[config.mk]
export PLATFORM = sky130hd
export DESIGN_NAME = serial_radio_packet_parser
export DESIGN_NICKNAME = d
export VERILOG_FILES = /design/src/rtl/srpp_pkg.sv /design/src/rtl/srpp_ctrl.sv /design/src/rtl/srpp_dpath.sv /design/src/rtl/serial_radio_packet_parser.sv
export VERILOG_INCLUDE_DIRS = /design/src /design/src/rtl
export SDC_FILE = /design/constraint.sdc
export NUM_CORES = 1
export LEC_CHECK = 0
export BUFFER_PORTS_ARGS = -buffer_cell sky130_fd_sc_hd__buf_2
export CORE_ASPECT_RATIO = 0.5
export CORE_MARGIN = 2
export CORE_UTILIZATION = 61
export DETAILED_ROUTE_END_ITERATION = 12
export PLACE_DENSITY = 0.79
export SLEW_MARGIN = 5
export SYNTH_ARGS = -nofsm -noshare
export SYNTH_HDL_FRONTEND = slang
export SYNTH_SLANG_ARGS = --single-unit
[constraint.sdc]
create_clock -name clk_i -period 4.75 [get_ports clk_i]
set_input_delay 1.1875 -clock clk_i [delete_from_list [all_inputs] [get_ports clk_i]]
set_output_delay 1.1875 -clock clk_i [all_outputs]
set_load 0.005 [all_outputs]
[src/rtl/assert_macros.svh]
// Assertion macros for the packet parser RTL.
// Clocked on clk_i, disabled while rst_ni is low; empty when SYNTH is set.
`ifndef ASSERT_MACROS_SVH
`define ASSERT_MACROS_SVH
`ifndef SYNTH
`define SRPP_ASSERT(lbl, prop, msg) \
  lbl: assert property (@(posedge clk_i) disable iff (!rst_ni) (prop)) else $error(msg);
`define SRPP_NEVER(lbl, expr, msg) \
  lbl: assert property (@(posedge clk_i) disable iff (!rst_ni) !(expr)) else $error(msg);
`else
`define SRPP_ASSERT(lbl, prop, msg)
`define SRPP_NEVER(lbl, expr, msg)
`endif
`endif

[src/rtl/srpp_pkg.sv]
// Shared constants, controller/datapath interface types and the CRC-8 step.
// No dependencies.
package srpp_pkg;

  localparam int unsigned MaxPayloadDef = 32;

  localparam logic [7:0]  SyncValue   = 8'h55;
  localparam logic [7:0]  TypeRadio   = 8'h01;
  localparam logic [7:0]  CrcPoly     = 8'h07;
  localparam logic [15:0] MinData     = 16'd6;
  localparam logic [15:0] StrengthPos = 16'd5;
  localparam logic [15:0] HdrLast     = 16'd3;

  typedef struct packed {
    logic sync_start;
    logic hdr_byte;
    logic hcrc_pass;
    logic data_byte;
    logic opt_byte;
    logic emit_start;
    logic emit_load;
  } cmd_t;

  typedef struct packed {
    logic sync_hit;
    logic hdr_done;
    logic hcrc_ok;
    logic dlen_zero;
    logic olen_zero;
    logic data_done;
    logic opt_done;
    logic frame_good;
    logic emit_last;
    logic out_free;
  } sts_t;

  function automatic logic [7:0] crc8_update(input logic [7:0] crc, input logic [7:0] b);
    logic [7:0] c;
    c = crc ^ b;
    for (int i = 0; i < 8; i++) begin
      c = c[7] ? ((c << 1) ^ CrcPoly) : (c << 1);
    end
    return c;
  endfunction

endpackage

[src/rtl/srpp_ctrl.sv]
// Frame phase controller: sequences sync, header, data, optional and CRC bytes
// and the result run. Depends on srpp_pkg.
module srpp_ctrl (
  input  logic           clk_i,
  input  logic           rst_ni,
  input  logic           in_valid_i,
  output logic           in_stall_o,
  input  srpp_pkg::sts_t sts_i,
  output srpp_pkg::cmd_t cmd_o
);

  localparam logic [2:0] PhSync   = 3'd0;
  localparam logic [2:0] PhHeader = 3'd1;
  localparam logic [2:0] PhHcrc   = 3'd2;
  localparam logic [2:0] PhData   = 3'd3;
  localparam logic [2:0] PhOpt    = 3'd4;
  localparam logic [2:0] PhDcrc   = 3'd5;
  localparam logic [2:0] PhEmitRd = 3'd6;
  localparam logic [2:0] PhEmitWr = 3'd7;

  logic [2:0] state_q, state_d;
  logic       accept;

  assign in_stall_o = (state_q == PhEmitRd) || (state_q == PhEmitWr);
  assign accept     = in_valid_i && !in_stall_o;

  always_comb begin
    cmd_o   = '0;
    state_d = state_q;
    unique case (state_q)
      PhSync: begin
        if (accept && sts_i.sync_hit) begin
          cmd_o.sync_start = 1'b1;
          state_d          = PhHeader;
        end
      end
      PhHeader: begin
        if (accept) begin
          cmd_o.hdr_byte = 1'b1;
          if (sts_i.hdr_done) state_d = PhHcrc;
        end
      end
      PhHcrc: begin
        if (accept) begin
          if (!sts_i.hcrc_ok) begin
            state_d = PhSync;
          end else begin
            cmd_o.hcrc_pass = 1'b1;
            if (!sts_i.dlen_zero)      state_d = PhData;
            else if (!sts_i.olen_zero) state_d = PhOpt;
            else                       state_d = PhDcrc;
          end
        end
      end
      PhData: begin
        if (accept) begin
          cmd_o.data_byte = 1'b1;
          if (sts_i.data_done) state_d = sts_i.olen_zero ? PhDcrc : PhOpt;
        end
      end
      PhOpt: begin
        if (accept) begin
          cmd_o.opt_byte = 1'b1;
          if (sts_i.opt_done) state_d = PhDcrc;
        end
      end
      PhDcrc: begin
        if (accept) begin
          if (sts_i.frame_good) begin
            cmd_o.emit_start = 1'b1;
            state_d          = PhEmitRd;
          end else begin
            state_d = PhSync;
          end
        end
      end
      PhEmitRd: begin
        state_d = PhEmitWr;
      end
      PhEmitWr: begin
        if (sts_i.out_free) begin
          cmd_o.emit_load = 1'b1;
          state_d         = sts_i.emit_last ? PhSync : PhEmitRd;
        end
      end
      default: begin
        state_d = PhSync;
      end
    endcase
  end

  always_ff @(posedge clk_i or negedge rst_ni) begin
    if (!rst_ni) begin
      state_q <= PhSync;
    end else begin
      state_q <= state_d;
    end
  end

endmodule

[src/rtl/srpp_dpath.sv]
// Datapath: byte counter, CRC-8, header fields, payload store, tail window
// and the result register. Depends on srpp_pkg.
module srpp_dpath #(
  parameter int unsigned MaxPayload = srpp_pkg::MaxPayloadDef
) (
  input  logic               clk_i,
  input  logic               rst_ni,
  input  logic [7:0]         rx_byte_i,
  input  srpp_pkg::cmd_t     cmd_i,
  output srpp_pkg::sts_t     sts_o,
  output logic               out_valid_o,
  input  logic               out_stall_i,
  output logic [7:0]         radio_org_o,
  output logic [31:0]        sender_addr_o,
  output logic [7:0]         telegram_status_o,
  output logic signed [8:0]  signal_strength_o,
  output logic               strength_present_o,
  output logic [5:0]         payload_length_o,
  output logic [4:0]         payload_index_o,
  output logic [7:0]         payload_byte_o,
  output logic               payload_byte_valid_o,
  output logic               last_o
);

  localparam int unsigned AW  = (MaxPayload > 1) ? $clog2(MaxPayload) : 1;
  localparam int unsigned PLW = $clog2(MaxPayload + 1);

  logic [15:0]    bs_q;
  logic [7:0]     crc_q;
  logic [15:0]    dlen_q;
  logic [7:0]     olen_q;
  logic [7:0]     ftype_q;
  logic [39:0]    tw_q;
  logic [7:0]     sb_q;
  logic [7:0]     org_q;
  logic [AW-1:0]  idx_q;
  logic [7:0]     mem_q [MaxPayload];
  logic [7:0]     rd_q;

  logic           out_valid_q;
  logic [7:0]     radio_org_q;
  logic [31:0]    sender_addr_q;
  logic [7:0]     status_q;
  logic [8:0]     strength_q;
  logic           present_q;
  logic [5:0]     plen_out_q;
  logic [4:0]     index_q;
  logic [7:0]     pbyte_q;
  logic           pvalid_q;
  logic           last_q;

  logic [7:0]     crc_next;
  logic [15:0]    bs_inc;
  logic [15:0]    bs_m1;
  logic           wr_en;
  logic [AW-1:0]  wr_addr;
  logic [15:0]    dlen_m6;
  logic [PLW-1:0] plen;
  logic [PLW-1:0] run_cnt;
  logic           present;

  assign crc_next = srpp_pkg::crc8_update(crc_q, rx_byte_i);
  assign bs_inc   = bs_q + 16'd1;
  assign bs_m1    = bs_q - 16'd1;
  assign wr_en    = (bs_q != 16'd0) && (bs_q <= 16'(MaxPayload));
  assign wr_addr  = bs_m1[AW-1:0];
  assign dlen_m6  = dlen_q - srpp_pkg::MinData;
  assign plen     = (dlen_m6 > 16'(MaxPayload)) ? PLW'(MaxPayload) : dlen_m6[PLW-1:0];
  assign run_cnt  = (plen == '0) ? PLW'(1) : plen;
  assign present  = olen_q > srpp_pkg::StrengthPos[7:0];

  always_comb begin
    sts_o            = '0;
    sts_o.sync_hit   = rx_byte_i == srpp_pkg::SyncValue;
    sts_o.hdr_done   = bs_q == srpp_pkg::HdrLast;
    sts_o.hcrc_ok    = crc_q == rx_byte_i;
    sts_o.dlen_zero  = dlen_q == 16'd0;
    sts_o.olen_zero  = olen_q == 8'd0;
    sts_o.data_done  = ({1'b0, bs_q} + 17'd1) >= {1'b0, dlen_q};
    sts_o.opt_done   = ({1'b0, bs_q} + 17'd1) >= {9'd0, olen_q};
    sts_o.frame_good = (crc_q == rx_byte_i) && (ftype_q == srpp_pkg::TypeRadio)
                       && (dlen_q >= srpp_pkg::MinData);
    sts_o.emit_last  = (PLW'(idx_q) + PLW'(1)) == run_cnt;
    sts_o.out_free   = !out_valid_q || !out_stall_i;
  end

  always_ff @(posedge clk_i or negedge rst_ni) begin
    if (!rst_ni) begin
      bs_q    <= '0;
      crc_q   <= '0;
      dlen_q  <= '0;
      olen_q  <= '0;
      ftype_q <= '0;
      tw_q    <= '0;
      sb_q    <= '0;
      org_q   <= '0;
      idx_q   <= '0;
    end else begin
      if (cmd_i.sync_start) begin
        bs_q  <= '0;
        crc_q <= '0;
        tw_q  <= '0;
        sb_q  <= '0;
      end
      if (cmd_i.hdr_byte) begin
        crc_q <= crc_next;
        bs_q  <= bs_inc;
        case (bs_q[1:0])
          2'd0:    dlen_q       <= {rx_byte_i, 8'h00};
          2'd1:    dlen_q[7:0]  <= rx_byte_i;
          2'd2:    olen_q       <= rx_byte_i;
          default: ftype_q      <= rx_byte_i;
        endcase
      end
      if (cmd_i.hcrc_pass) begin
        bs_q  <= '0;
        crc_q <= '0;
      end
      if (cmd_i.data_byte) begin
        crc_q <= crc_next;
        tw_q  <= {tw_q[31:0], rx_byte_i};
        if (bs_q == 16'd0) org_q <= rx_byte_i;
        bs_q  <= sts_o.data_done ? 16'd0 : bs_inc;
      end
      if (cmd_i.opt_byte) begin
        crc_q <= crc_next;
        if (bs_q == srpp_pkg::StrengthPos) sb_q <= rx_byte_i;
        bs_q  <= sts_o.opt_done ? 16'd0 : bs_inc;
      end
      if (cmd_i.emit_start) idx_q <= '0;
      if (cmd_i.emit_load)  idx_q <= idx_q + AW'(1);
    end
  end

  always_ff @(posedge clk_i) begin
    if (cmd_i.data_byte && wr_en) mem_q[wr_addr] <= rx_byte_i;
    rd_q <= mem_q[idx_q];
  end

  always_ff @(posedge clk_i or negedge rst_ni) begin
    if (!rst_ni) begin
      out_valid_q <= 1'b0;
    end else if (cmd_i.emit_load) begin
      out_valid_q <= 1'b1;
    end else if (!out_stall_i) begin
      out_valid_q <= 1'b0;
    end
  end

  always_ff @(posedge clk_i) begin
    if (cmd_i.emit_load) begin
      radio_org_q   <= org_q;
      sender_addr_q <= tw_q[39:8];
      status_q      <= tw_q[7:0];
      strength_q    <= present ? (9'd0 - {1'b0, sb_q}) : 9'd0;
      present_q     <= present;
      plen_out_q    <= 6'(plen);
      index_q       <= 5'(idx_q);
      pbyte_q       <= (plen == '0) ? 8'd0 : rd_q;
      pvalid_q      <= plen != '0;
      last_q        <= sts_o.emit_last;
    end
  end

  assign out_valid_o          = out_valid_q;
  assign radio_org_o          = radio_org_q;
  assign sender_addr_o        = sender_addr_q;
  assign telegram_status_o    = status_q;
  assign signal_strength_o    = $signed(strength_q);
  assign strength_present_o   = present_q;
  assign payload_length_o     = plen_out_q;
  assign payload_index_o      = index_q;
  assign payload_byte_o       = pbyte_q;
  assign payload_byte_valid_o = pvalid_q;
  assign last_o               = last_q;

endmodule

[src/rtl/serial_radio_packet_parser.sv]
// Top level of the serial radio packet parser: controller plus datapath.
// Depends on srpp_pkg, srpp_ctrl, srpp_dpath and assert_macros.svh.
//
// Input channel: one received byte per transaction on rx_byte_i (in_valid_i,
// in_stall_o). The parser hunts for sync 0x55, reads a four-byte header and
// its CRC-8, then the data and optional bytes and a closing CRC-8.
// Output channel: one transaction per payload byte of a good radio frame
// (type 1, data length of 6 or more), or a single transaction with
// payload_byte_valid_o low for an empty payload; last_o marks the end.
// Throughput: one byte per cycle while parsing. After the closing CRC byte
// the input stalls for the whole result run; each result is a payload store
// read, then a load of the output register once that register is free.
// The payload store has a single read port, which sets that order.
// Reset clears the phase controller, counters, CRC and output valid; the
// payload store is not cleared, every payload byte sent in a run is first written
// by the same frame. When the receiver stalls, the output register holds
// its result and the run waits.
module serial_radio_packet_parser #(
  parameter int unsigned MaxPayload = srpp_pkg::MaxPayloadDef
) (
  input  logic              clk_i,
  input  logic              rst_ni,
  input  logic              in_valid_i,
  output logic              in_stall_o,
  input  logic [7:0]        rx_byte_i,
  output logic              out_valid_o,
  input  logic              out_stall_i,
  output logic [7:0]        radio_org_o,
  output logic [31:0]       sender_addr_o,
  output logic [7:0]        telegram_status_o,
  output logic signed [8:0] signal_strength_o,
  output logic              strength_present_o,
  output logic [5:0]        payload_length_o,
  output logic [4:0]        payload_index_o,
  output logic [7:0]        payload_byte_o,
  output logic              payload_byte_valid_o,
  output logic              last_o
);

  `include "assert_macros.svh"

  srpp_pkg::cmd_t cmd;
  srpp_pkg::sts_t sts;

  srpp_ctrl u_ctrl (
    .clk_i      (clk_i),
    .rst_ni     (rst_ni),
    .in_valid_i (in_valid_i),
    .in_stall_o (in_stall_o),
    .sts_i      (sts),
    .cmd_o      (cmd)
  );

  srpp_dpath #(
    .MaxPayload (MaxPayload)
  ) u_dpath (
    .clk_i                (clk_i),
    .rst_ni               (rst_ni),
    .rx_byte_i            (rx_byte_i),
    .cmd_i                (cmd),
    .sts_o                (sts),
    .out_valid_o          (out_valid_o),
    .out_stall_i          (out_stall_i),
    .radio_org_o          (radio_org_o),
    .sender_addr_o        (sender_addr_o),
    .telegram_status_o    (telegram_status_o),
    .signal_strength_o    (signal_strength_o),
    .strength_present_o   (strength_present_o),
    .payload_length_o     (payload_length_o),
    .payload_index_o      (payload_index_o),
    .payload_byte_o       (payload_byte_o),
    .payload_byte_valid_o (payload_byte_valid_o),
    .last_o               (last_o)
  );

  `SRPP_ASSERT(a_valid_from_load, $rose(out_valid_o) |-> $past(cmd.emit_load), "no load")
  `SRPP_ASSERT(a_load_when_free, cmd.emit_load |-> sts.out_free, "result overwritten")
  `SRPP_ASSERT(a_run_end_resumes, cmd.emit_load && sts.emit_last |=> !in_stall_o, "input held")
  `SRPP_ASSERT(a_cmd_onehot, $onehot0(cmd), "conflicting datapath commands")

endmodule

== Word level (Yosys, flattened, before mapping) ==
Memory sizes are Yosys's and may differ from the RTL's. A register that Yosys moved wholly into a read port is not among the register bits.
Index checks and enable logic that the tools add are counted.
Operators by class
  mux-type cells: 64
  bitwise logic cells: 10
  reductions and logical operators: 30
  magnitude comparators: 6
  equality and inequality tests: 26
  shift operators: 0
  multiply operators: 0
  add/sub/neg operators: 7
  div/mod/pow operators: 0
Operators with widths (number)
  two-way mux 16 bit: 7
  two-way mux 40 bit: 2
  two-way mux 3 bit: 22
  two-way mux 8 bit: 8
  zero test 16 bit: 2
  inverter 3 bit: 8
  one-hot mux 3 bit (8 select lines): 1
  two-way mux 1 bit: 19
  != test 2 x 1 -> 1 bit (second input constant): 9
  adder 16 x 1 -> 17 bit (second input constant): 1
  >= comparator 17 x 16 -> 1 bit: 1
  >= comparator 17 x 8 -> 1 bit: 1
  adder 16 x 1 -> 16 bit (second input constant): 1
  equality test 16 x 2 -> 1 bit (second input constant): 1
  equality test 16 x 3 -> 1 bit (second input constant): 1
  >= comparator 16 x 3 -> 1 bit (second input constant): 1
  greater-than comparator 16 x 6 -> 1 bit (second input constant): 1
  <= comparator 16 x 6 -> 1 bit (second input constant): 1
  one-hot mux 8 bit (2 select lines): 1
  nonzero test 16 bit: 1
  subtractor 16 x 3 -> 16 bit (second input constant): 1
  equality test 3 bit (second input constant): 4
  two-way mux 6 bit: 2
  two-way mux 5 bit: 2
  29 further kinds: 45
Storage, ports and cells
  bits in registers: 200
  output and inout bits: 81
  latch bits: 0
  bits of input ports: 12
  memory bits (writable): 256
  word-level logic and storage cells: 166
  ROM bits: 0
  memories kept: 1
Memory list
  u_dpath.mem_q: words 32, bits a word 8, rd ports 1, clocked after Yosys merged registers in 1, write ports 1, line srpp_dpath.sv:37  | logic [7:0] mem_q [MaxPayload];

== Depth between registers and ports, before layout ==
Gate-level depths: netlist of the first run.
  depth in word-level cells: 21
  gate-level depth with buffers: 17
  mapped depth without buffers: 15

== Cells and area by module ==
A second synthesis of the first run with hierarchy kept.
Unflattened totals
  cells, all modules: 1299
  area total of the unflattened synthesis: 19735.2 um^2
Modules (own cells, without submodules)
  srpp_dpath: cells each 1243, area each 19301.0 um^2, instances 1
  srpp_ctrl: cells each 56, area each 434.2 um^2, instances 1

== Least setup slack after synthesis of the first run ==
No wires, ideal clock.
  path kind: input-to-reg
  from: input out_stall_i
  to: register u_dpath.idx_q[2]
  cell stages on the path: 6
  arrival time: 3.591 ns
  setup slack: 1.023 ns
  library setup time: 0.136 ns
  path buffers: 0
  path through: nand2_1 -> nand3_1 -> inv_1 -> a21oi_1 -> o21ai_0 -> o21ai_0
RTL lines
  start, declared: line serial_radio_packet_parser.sv:27  | input logic out_stall_i,
  end signal, assigned: line srpp_dpath.sv:131  | if (cmd_i.emit_load) idx_q <= idx_q + AW'(1);
  end, declared: line srpp_dpath.sv:36  | logic [AW-1:0] idx_q;

== Worst setup path in the final report of the first run ==
  from: register u_dpath.bs_q[1]
  to: register u_dpath.bs_q[6]
Between the ends
  cells in the longest elaborated chain, start to end: 5
  elaborated cells between the ends (all ways): 10
  those cells by class: add/sub: 2; order compare: 2; mux: 6
RTL lines
  start, declared: line srpp_dpath.sv:28  | logic [15:0] bs_q;
  start signal, assigned: line srpp_dpath.sv:107  | bs_q <= bs_inc;
  start signal, assigned: line srpp_dpath.sv:123  | bs_q <= sts_o.data_done ? 16'd0 : bs_inc;
  start signal, assigned: line srpp_dpath.sv:128  | bs_q <= sts_o.opt_done ? 16'd0 : bs_inc;
  adder 16 x 1 -> 17 bit or adder 16 x 1 -> 16 bit (tied branches): line srpp_dpath.sv:79, srpp_dpath.sv:80, srpp_dpath.sv:63
  >= comparator 17 x 16 -> 1 bit or two-way mux 16 bit (tied branches): line srpp_dpath.sv:79, srpp_dpath.sv:105
  two-way mux 16 bit (on tied branches): line srpp_dpath.sv:123, srpp_dpath.sv:115
  two-way mux 16 bit: line srpp_dpath.sv:119  | if (cmd_i.data_byte) begin
  two-way mux 16 bit *: line srpp_dpath.sv:125  | if (cmd_i.opt_byte) begin
Mark *: on every way between the ends. The rest lies on a longest branch, timed or not.
A chain may end at the register's enable or synchronous reset.

==> metrics.txt, run 1 <==
Synth warnings=0; count of pins over their slew limit=0; vias in the first global route=12800; Yosys cell types=68; Core Area=0.0319 mm^2; Clk pwr share=29.2%; leakage power=0.00808 uW; worst-path fanout max=11; final worst path period share=86.9%; initial antenna violation count=0; Tightest Hold Check Type=reg -> reg; XOR/XNOR Fraction of Synth Area=1.94%; shortest period the worst path allows=4.13 ns; CP Data Required Time=5.22 ns; total grt overflow=0; placer congestion estimate=1.01; DRC=0; EDFF count, synth=335; cts hold-fix bufs=0; worst vdd ir=0.000393 V; Initial Util=62.3%; ys async rst share=26.1%; DR iter-0 viols=1415; PortBufs=92; relative slew slack=33.0%; clock latency on the worst-skew pair=0.57 ns; ANT nets after route=0; CP Class=reg -> reg; commonest non-fill, non-tap cell in the layout=edfxtp_1; share of power burned in registers=44.6%; Critical Path Sink Type=register; clock root cell=clkbuf_16; total detailed-routing wirelength=49000 um; Post-Synthesis Cells=1476; complex-gate fraction of the synthesized area=9.31%; Final Setup Violations=0; Int Pwr=8070 uW; largest net degree at the start of global routing=76; sequential area share after synthesis=66.7%; final hold violations=0; routed len/inst=24.1 um; skew final=0.0340 ns; n_diodes=0; nets=1621; global-route wire length before repair=75300 um; post-CTS setup buffer count=0; RSZ-0062 raised after global routing=no; Layout area overhead=12.0%; Die ar.=0.0341 mm^2; CTS Sinks=464; multiplexer area fraction after synthesis=7.61%; GRT Util Overall=29.1%; post-synthesis average cell area=13.5 um^2; switching part of the total power=31.8%; share of cells above drive strength 1=16.5%; setup TNS=0 ns; max-cap violation count=0; main flop type after synthesis=edfxtp_1; crit path DAT=4.59 ns; part of the power in combinational logic=26.2%; Top Ports=93; htree depth=2; Mapped Area=0.0199 mm^2; maximum clock insertion buffer count=3; DP HPWL=31500 um; most frequent cells in the layout=edfxtp_1, nand2_1, o21ai_0, dfrtp_1, buf_2; Setup crit start kind=register; DIE WIDTH=259 um; Synth Area in Adders=2.33%; status=finished, final reports clean; FF+latch count, synth=464; CTS clk-pin slew, worst paths=0.07 ns; row count=46; CTS buffer count=40; final hold slack=0.438 ns; Simple-Gate Fraction of Synth Area=9.97%; total number of vias=13000; NetSw=3760 uW; Die Span Y=132 um; # resized after CTS=0; main combinational cell family by area after synthesis=simple AND/OR/NAND/NOR gates; Max Freq=0.242 GHz; net count after synthesis=1525; Worst-Margin Slew=1.00 ns; vias per inst=6.39; CTS tree=yes; drt pass-1 iters=5; pwr dens=532 mW/mm^2
==> cell type report <==
cell class / instances / area [um^2]
clock buffers: 56 / 1140
well taps: 432 / 541
flip-flops and latches: 464 / 13300
multi-input cells: 900 / 6200
inverters: 47 / 178
fillers: 2107 / 9640
clock inverters: 18 / 255
repair buffers: 119 / 678
==> synth_stat cells (all sizes together), types with 6 or more instances <==
library cell / count / area (um^2)
or3: 9 / 56.3
o22ai: 10 / 62.6
nand3: 43 / 220
a22o: 17 / 149
o21ai: 126 / 631
ha: 37 / 463
o221ai: 28 / 251
nand2: 186 / 698
a211oi: 10 / 80.1
nor3: 13 / 65.1
mux2i: 52 / 521
clkbuf: 53 / 199
and3: 7 / 43.8
xor2: 14 / 123
buf: 12 / 57.6
a21o: 12 / 90.1
or2: 7 / 43.8
nor2: 76 / 285
nand4: 17 / 106
mux2: 24 / 270
dfxtp: 8 / 160
xnor2: 30 / 263
nor2b: 14 / 87.6
a21oi: 52 / 260
edfxtp: 335 / 10100
dfrtp: 121 / 3030
nor4: 16 / 115
or4: 6 / 52.6
and2: 8 / 50.1
mux4: 32 / 721
inv: 47 / 176
nand2b: 10 / 62.6
==> sequential cells by signal (all words and copies together) (netlist names), 9 cells and up <==
name and cells:
u_dpath.bs_q 16, u_dpath.sender_addr_o 32, u_dpath.dlen_q 16, u_dpath.tw_q 40, u_dpath.signal_strength_o 9, u_dpath.mem_q 256
==> metrics by stage <==
| step | worst slack (ns) | area, um^2 | power [uW] | instances | utilization (%) |
|---|---|---|---|---|---|
| 6_report | 0.624 | 22200 | 11800 | 2036 | 69.8 |
| 5_1_grt | 0.168 | 22200 | 12300 | 2036 | 69.8 |
| 4_1_cts | 0.640 | 22200 | 11800 | 2036 | 69.8 |
| 3_5_place_dp | 0.663 | 20900 | 8360 | 1962 | 65.4 |
| 3_3_place_gp | 0.655 | 20900 | 8220 | 1962 | 65.4 |
| 2_1_floorplan | 1.02 | 19900 | 7450 | 1476 | - |
==> power by group through the flow <==
stage | Sequential, uW | Clock, uW | Combinational, uW
2_1_floorplan | 5130 | 0 | 2330
3_3_place_gp | 5320 | 0 | 2900
3_5_place_dp | 5350 | 0 | 3010
4_1_cts | 5270 | 3480 | 3050
5_1_grt | 5340 | 3630 | 3360
6_report | 5280 | 3450 | 3100
==> layer usage <==
layer	vias up	part of all wire (%)	wire [um]	GRT usage [%]
met5	-	0	0	0
met4	0	3.9	1890	11.3
met3	134	8.8	4310	5.84
met2	665	48	23300	46.0
met1	6490	40	19500	40.4
li1	5718	-	-	-
==> cells by family (layout without fill, tap and decap cells) <==
family          Yosys count  in the layout
flops                   464            464
simple gates            421            421
compound gates          290            290
buf+inv                 112            240
mux                     108            108
xor+xnor                 44             44
fa+ha+maj                37             37
==> final timing paths <==
check / slack [ns] / cells after the start / end / from
setup reg to reg: 0.62 / 16 / u_dpath.bs_q[6] / u_dpath.bs_q[1]
min in group asynchronous: 0.78 / 1 / u_dpath.tw_q[11] / rst_ni
max in group asynchronous: 2.96 / 2 / u_dpath.idx_q[0] / rst_ni
setup / recovery: 0.62 / 16 / u_dpath.bs_q[6] / u_dpath.bs_q[1]
hold / removal: 0.44 / 0 / u_dpath.radio_org_o[1] / u_dpath.org_q[1]
hold reg to reg: 0.44 / 0 / u_dpath.radio_org_o[1] / u_dpath.org_q[1]
==> worst max-delay path, cell delays in order, from the launching register on <==
cell,delay [ns]
dfrtp_1,0.51
ha_1,0.34
nand4_1,0.20
nor4_1,0.40
buf_4,0.19
and3_1,0.16
xor2_1,0.21
ha_1,0.29
a211oi_1,0.20
o21ai_0,0.15
nor3_1,0.19
o21ai_0,0.18
a211oi_1,0.31
o21ai_0,0.11
buf_4,0.20
or3_1,0.31
o211ai_1,0.09
No activity file was read; power rests on OpenSTA's default activity.
==> inputs of run 2 (changes only) <==
--- a/config.mk
+++ b/config.mk
@@ -7,11 +7,13 @@
 export NUM_CORES = 1
 export LEC_CHECK = 0
 export BUFFER_PORTS_ARGS = -buffer_cell sky130_fd_sc_hd__buf_2
+export CELL_PAD_IN_SITES_DETAIL_PLACEMENT = 0
+export CELL_PAD_IN_SITES_GLOBAL_PLACEMENT = 1
 export CORE_ASPECT_RATIO = 0.5
 export CORE_MARGIN = 2
-export CORE_UTILIZATION = 61
+export CORE_UTILIZATION = 51
 export DETAILED_ROUTE_END_ITERATION = 12
-export PLACE_DENSITY = 0.79
+export PLACE_DENSITY_LB_ADDON = 0.1
 export SLEW_MARGIN = 5
 export SYNTH_ARGS = -nofsm -noshare
 export SYNTH_HDL_FRONTEND = slang
==> run 2 against run 1 <==
  * Global-route usage down 4.4 points
  * Register-to-register slack worse by 0.26 ns
  * Sequential share of layout area decreased by 0.33 points
  * Die area increased by 19%
  * Via count shrank 3.6%
  * Cell count grew 5.0%
  * Non-clock buffer count increased by 1
  * Routed wire length increased by 1.7%
  * Critical endpoint is now u_dpath.bs_q[3]
  * Largest power group unchanged
==> metrics.txt, run 2 (synthesis results as in run 1) <==
global-route wire length before repair=75500 um; CTS clk-pin slew, worst paths=0.07 ns; Layout area overhead=12.6%; Top delay family on crit path=simple AND/OR/NAND/NOR gates; DRC=0; Register Area=0.0133 mm^2; RSZ-0062 raised after global routing=no; clock root cell=clkbuf_16; final worst path period share=92.4%; Core Area=0.0387 mm^2; commonest non-fill, non-tap cell in the layout=edfxtp_1; CTS tree=yes; GRT Util Overall=24.8%; Die ar.=0.0407 mm^2; share of cells above drive strength 1=16.5%; CTS Sinks=464; pwr dens=526 mW/mm^2; post-CTS setup buffer count=0; DIE WIDTH=283 um; PortBufs=92; largest net degree at the start of global routing=65; most frequent cells in the layout=edfxtp_1, nand2_1, o21ai_0, dfrtp_1, buf_2; # resized after CTS=0; row count=51; nets=1623; final hold violations=0; Fill cells=3169; number of flip-flops in the largest register=256; shortest period the worst path allows=4.39 ns; Top Ports=93; count of pins over their slew limit=0; status=finished, final reports clean; DP HPWL=32900 um; Final Setup Violations=0; initial antenna violation count=2; skew final=0.0316 ns; Critical Path Sink Type=register; CP Data Required Time=5.23 ns; ANT nets after route=0; buffers and inverters on the worst path=0; Initial Util=51.4%; drt pass-1 iters=5; relative slew slack=30.5%; total grt overflow=0; area occupied by multi-input gates=0.00620 mm^2; Slowest-stage cell, CP=nor4_1; Setup crit start kind=register; worst vdd ir=0.000271 V; total detailed-routing wirelength=49800 um; Biggest register=u_dpath.mem_q; Tightest Hold Check Type=reg -> reg; htree depth=2; CTS buffer count=41; setup TNS=0 ns; placer congestion estimate=0.881; CP max stage delay=0.71 ns; DR iter-0 viols=1189; vias in the first global route=12100; maximum clock insertion buffer count=3; CP Class=reg -> reg; leakage power=0.00808 uW; Power Total=11800 uW; total number of vias=12500; worst-path fanout max=10; cts hold-fix bufs=0; clock latency on the worst-skew pair=0.57 ns; max-cap violation count=0; routed len/inst=23.3 um; Max Freq=0.228 GHz; Worst-Margin Slew=1.04 ns; critical-path cell list=ha_1, nand4_1, nor4_1, and3_1, xor2_1, ha_1, a211oi_1, o21ai_0, nor3_1, o21ai_0, a211oi_1, nor2_1, nor2_1, a22o_1; crit path DAT=4.87 ns; Die Span Y=144 um; vias per inst=5.86
-- run 2: area by class of cell --
cell class,instances,share of cell area [%]
sequential,464,59.2
multi-input combinational,900,27.7
clock buffer,59,5.30
timing repair buffer,120,3.12
tap,530,2.96
clock inverter,17,0.861
inverter,47,0.794
antenna,1,0.0112
-- run 2: through the flow --
step | util [%] | setup slack [ns] | hold slack, ns | cells | area, um^2
after floorplan | - | 1.02 | 0.421 | 1476 | 19900
final | 57.9 | 0.362 | 0.445 | 2138 | 22400
after global routing | 57.9 | 0.0334 | 0.452 | 2137 | 22400
after detailed placement | 54.3 | 0.461 | 0.432 | 2061 | 21000
after CTS | 57.9 | 0.429 | 0.447 | 2137 | 22400
after global placement | 54.3 | 0.650 | 0.427 | 2061 | 21000
-- run 2: worst paths after layout --
check,from,endpoint,slack [ns],depth (start not counted)
max,u_dpath.bs_q[1],u_dpath.bs_q[3],0.36,14
min,u_dpath.tw_q[39],u_dpath.sender_addr_o[31],0.44,0
max reg2reg,u_dpath.bs_q[1],u_dpath.bs_q[3],0.36,14
min reg2reg,u_dpath.tw_q[39],u_dpath.sender_addr_o[31],0.44,0
max in group asynchronous,rst_ni,u_dpath.idx_q[0],3.17,2
min in group asynchronous,rst_ni,u_dpath.tw_q[11],0.71,1
-- run 2: power by group --
| group | total, uW | internal (uW) | switching [uW] |
|---|---|---|---|
| logic | 3120 | 1270 | 1850 |
| registers | 5200 | 4820 | 374 |
| clock network | 3440 | 1920 | 1510 |
-- run 2: layer usage --
metal | wire length [um] | GRT usage [%] | vias to the layer above
li1 | - | - | 5738
met1 | 23500 | 37.4 | 6355
met2 | 22300 | 37.9 | 393
met3 | 3370 | 4.48 | 53
met4 | 695 | 4.98 | 0
met5 | 0 | 0 | -
-- run 2: worst reg2reg max path: cells and delay by family (launching register included) --
| kind | cells | cell delay (ns) |
|---|---|---|
| simple gates | 6 | 1.87 |
| compound gates | 5 | 1.09 |
| xor+xnor | 1 | 0.22 |
| fa+ha+maj | 2 | 0.63 |
| flops | 1 | 0.52 |
==> inputs of run 3 (changes only) <==
--- a/config.mk
+++ b/config.mk
@@ -6,13 +6,15 @@
 export SDC_FILE = /design/constraint.sdc
 export NUM_CORES = 1
 export LEC_CHECK = 0
+export ABC_AREA = 1
 export BUFFER_PORTS_ARGS = -buffer_cell sky130_fd_sc_hd__buf_2
 export CELL_PAD_IN_SITES_DETAIL_PLACEMENT = 0
 export CELL_PAD_IN_SITES_GLOBAL_PLACEMENT = 1
 export CORE_ASPECT_RATIO = 0.5
 export CORE_MARGIN = 2
-export CORE_UTILIZATION = 51
+export CORE_UTILIZATION = 49
 export DETAILED_ROUTE_END_ITERATION = 12
+export GPL_TIMING_DRIVEN = 0
 export PLACE_DENSITY_LB_ADDON = 0.1
 export SLEW_MARGIN = 5
 export SYNTH_ARGS = -nofsm -noshare
==> run 3 against run 2 <==
  * Utilization decreased by 1.6 points
  * Critical path depth decreased by 6
  * Die area increased by 5.2%
  * Routed wire length increased by 9.7%
  * Combinational power increased by 63%
  * Flip-flop and latch count unchanged
  * Area after synthesis increased by 1.1%
  * Critical path type is now in -> reg
==> metrics.txt, run 3 <==
status=finished, final reports clean; RR Startpoint=u_ctrl.state_q[1]; fin cells=2545; CP Data Required Time=5.16 ns; Top delay family on crit path=buffers and inverters; placed cells=2470; final hold slack=0.442 ns; CTS Sinks=464; count of pins over their slew limit=0; final worst slack=1.03 ns; Initial Util=49.7%; count leader, synth=edfxtp_1; Synth warnings=0; Die Span Y=147 um; total grt overflow=0; Core Area=0.0405 mm^2; net count after synthesis=1885; vias per inst=5.59; most frequent cells in the layout=edfxtp_1, nor2_1, o21ai_0, nand2_1, inv_1; Worst path depth=8; DP HPWL=37300 um; ANT nets after route=0; Post-Synthesis Cells=1836; total number of vias=14200; Slowest-stage cell, CP=clkbuf_1; final hold violations=0; max-cap violation count=0; Synth area leader=edfxtp_1; global-route wire length before repair=83500 um; post-CTS setup buffer count=0; placer congestion estimate=0.913; relative slew slack=32.3%; nets=2022; pwr dens=616 mW/mm^2; Area contributors post-synth=edfxtp_1, dfrtp_1, o21ai_0; buffers and inverters on the worst path=3; critical-path cell list=buf_2, inv_1, nand4_1, nor4_1, nand2_1, o211ai_1, clkbuf_1, o2111ai_1; Post-DP Area=0.0213 mm^2; skew final=0.0206 ns; CP Class=in -> reg; Max Freq=0.269 GHz; final worst path period share=78.3%; post-synth top area share=50.0%; shortest period the worst path allows=3.72 ns; CTS buffer count=41; EDFF count, synth=335; n_diodes=0; crit path DAT=4.13 ns; total detailed-routing wirelength=54600 um; drt pass-1 iters=5; vias in the first global route=13600; Biggest register=u_dpath.mem_q; Layout area overhead=13.3%; RSZ-0062 raised after global routing=no; CTS clk-pin slew, worst paths=0.07 ns; DIE WIDTH=290 um; Yosys cell types=56; CP startpoint=rx_byte_i[7]; setup TNS=0 ns; Mapped Area=0.0201 mm^2; # resized after CTS=0; leakage power=0.00890 uW; post-synthesis average cell area=10.9 um^2; initial antenna violation count=0; routed len/inst=21.5 um; Worst Setup EP=u_dpath.bs_q[7]; Fill cells=3578; Design Area, Final=0.0228 mm^2; clock latency on the worst-skew pair=0.56 ns; FF-to-FF End=u_dpath.mem_q[6][3]; Setup crit start kind=primary input; worst vdd ir=0.000258 V; maximum clock insertion buffer count=3; clock root cell=clkbuf_16; worst-path fanout max=34; sequential area share after synthesis=65.9%; htree depth=2; FF+latch count, synth=464; Final Setup Violations=0; row count=52; most instantiated cells after synthesis=edfxtp_1, nor2_1, o21ai_0; commonest non-fill, non-tap cell in the layout=edfxtp_1; Die ar.=0.0428 mm^2; largest net degree at the start of global routing=89; Top Ports=93; dpl ws=0.430 ns; ys async rst share=26.1%; r2r setup slk=1.06 ns; PortBufs=92; Worst-Margin Slew=1.01 ns; share of cells above drive strength 1=10.3%; main flop type after synthesis=edfxtp_1; cts hold-fix bufs=0; number of flip-flops in the largest register=256; CP max stage delay=0.52 ns; DRC=0; CTS tree=yes; Tightest Hold Check Type=reg -> reg; Critical Path Sink Type=register; GRT Util Overall=25.8%; DR iter-0 viols=1226; R2R cell count=8
run 3: changes by cell type after synthesis, moves of 24 or more:
cell | previous run | this run
mux2_2 | 24 | 0
a21oi_1 | 52 | 14
nand3_1 | 42 | 71
nand2_1 | 186 | 225
o22ai_1 | 10 | 121
o221ai_1 | 27 | 0
o21ai_0 | 124 | 229
nor2_1 | 76 | 274
mux2i_1 | 52 | 0
inv_1 | 46 | 161
mux4_2 | 32 | 0
run 3: worst min-delay path by stage:
stage                     start                            to  cells after the start
3_5_place_dp   u_dpath.tw_q[10]      u_dpath.sender_addr_o[2]                      0
3_3_place_gp   u_dpath.tw_q[30]     u_dpath.sender_addr_o[22]                      0
4_1_cts         u_dpath.tw_q[1]  u_dpath.telegram_status_o[1]                      0
2_1_floorplan  u_dpath.idx_q[2]    u_dpath.payload_index_o[2]                      0
6_report       u_dpath.tw_q[21]     u_dpath.sender_addr_o[13]                      0
5_1_grt         u_dpath.tw_q[1]  u_dpath.telegram_status_o[1]                      0
run 3: metrics by stage:
stage / util (%) / total power (uW)
finish: 56.3 / 14000
floorplan: - / 8720
global placement: 52.5 / 10300
global route: 56.3 / 14900
detailed placement: 52.6 / 10400
CTS: 56.3 / 14000
run 3: cell type report:
class	count	area [um^2]	share of cell area, %
flip-flops and latches	464	13200	58.2
multi-input cells	1123	5820	25.6
clock buffers	50	1130	4.97
well taps	540	676	2.97
inverters	169	637	2.80
repair buffers	94	514	2.26
plain buffers	80	399	1.75
clock inverters	25	345	1.52
run 3: logic make-up (layout without fill, tap and decap cells):
kind of cell               count (synthesis)  count (layout)  share of synthesized area, %
AOI/OAI and AO/OA                        399             399                          11.3
xor gates and xnor gates                  36              36                          1.57
adders and majority gates                 37              37                          2.30
buffers and inverters                    249             418                          5.14
DFF                                      464             464                          65.9
and+or+nand+nor                          651             651                          13.8
run 3: worst register-to-register path, cell delays in order (launching register included):
cell	delay [ns]
dfrtp_1	0.46
nand2_1	0.16
nor2_4	0.18
nand2_1	0.19
inv_2	0.24
nand2_1	0.10
a2111oi_2	0.51
nand2_1	0.54
nor2_1	0.90
run 3: report_power, final:
part           leakage [uW]  total, uW  switching, uW  internal, uW
combinational       0.00356       5070           3430          1640
clock              0.000715       3670           1530          2140
sequential          0.00462       5290            370          4910
total               0.00890      14000           5330          8690
run 3: per-layer routing:
metal / global-route usage, % / vias up / wire length [um]
li1: - / 6731 / -
met1: 38.3 / 6985 / 25500
met2: 40.5 / 439 / 24700
met4: 5.03 / 0 / 862
met5: 0 / - / 0
met3: 4.24 / 61 / 3520
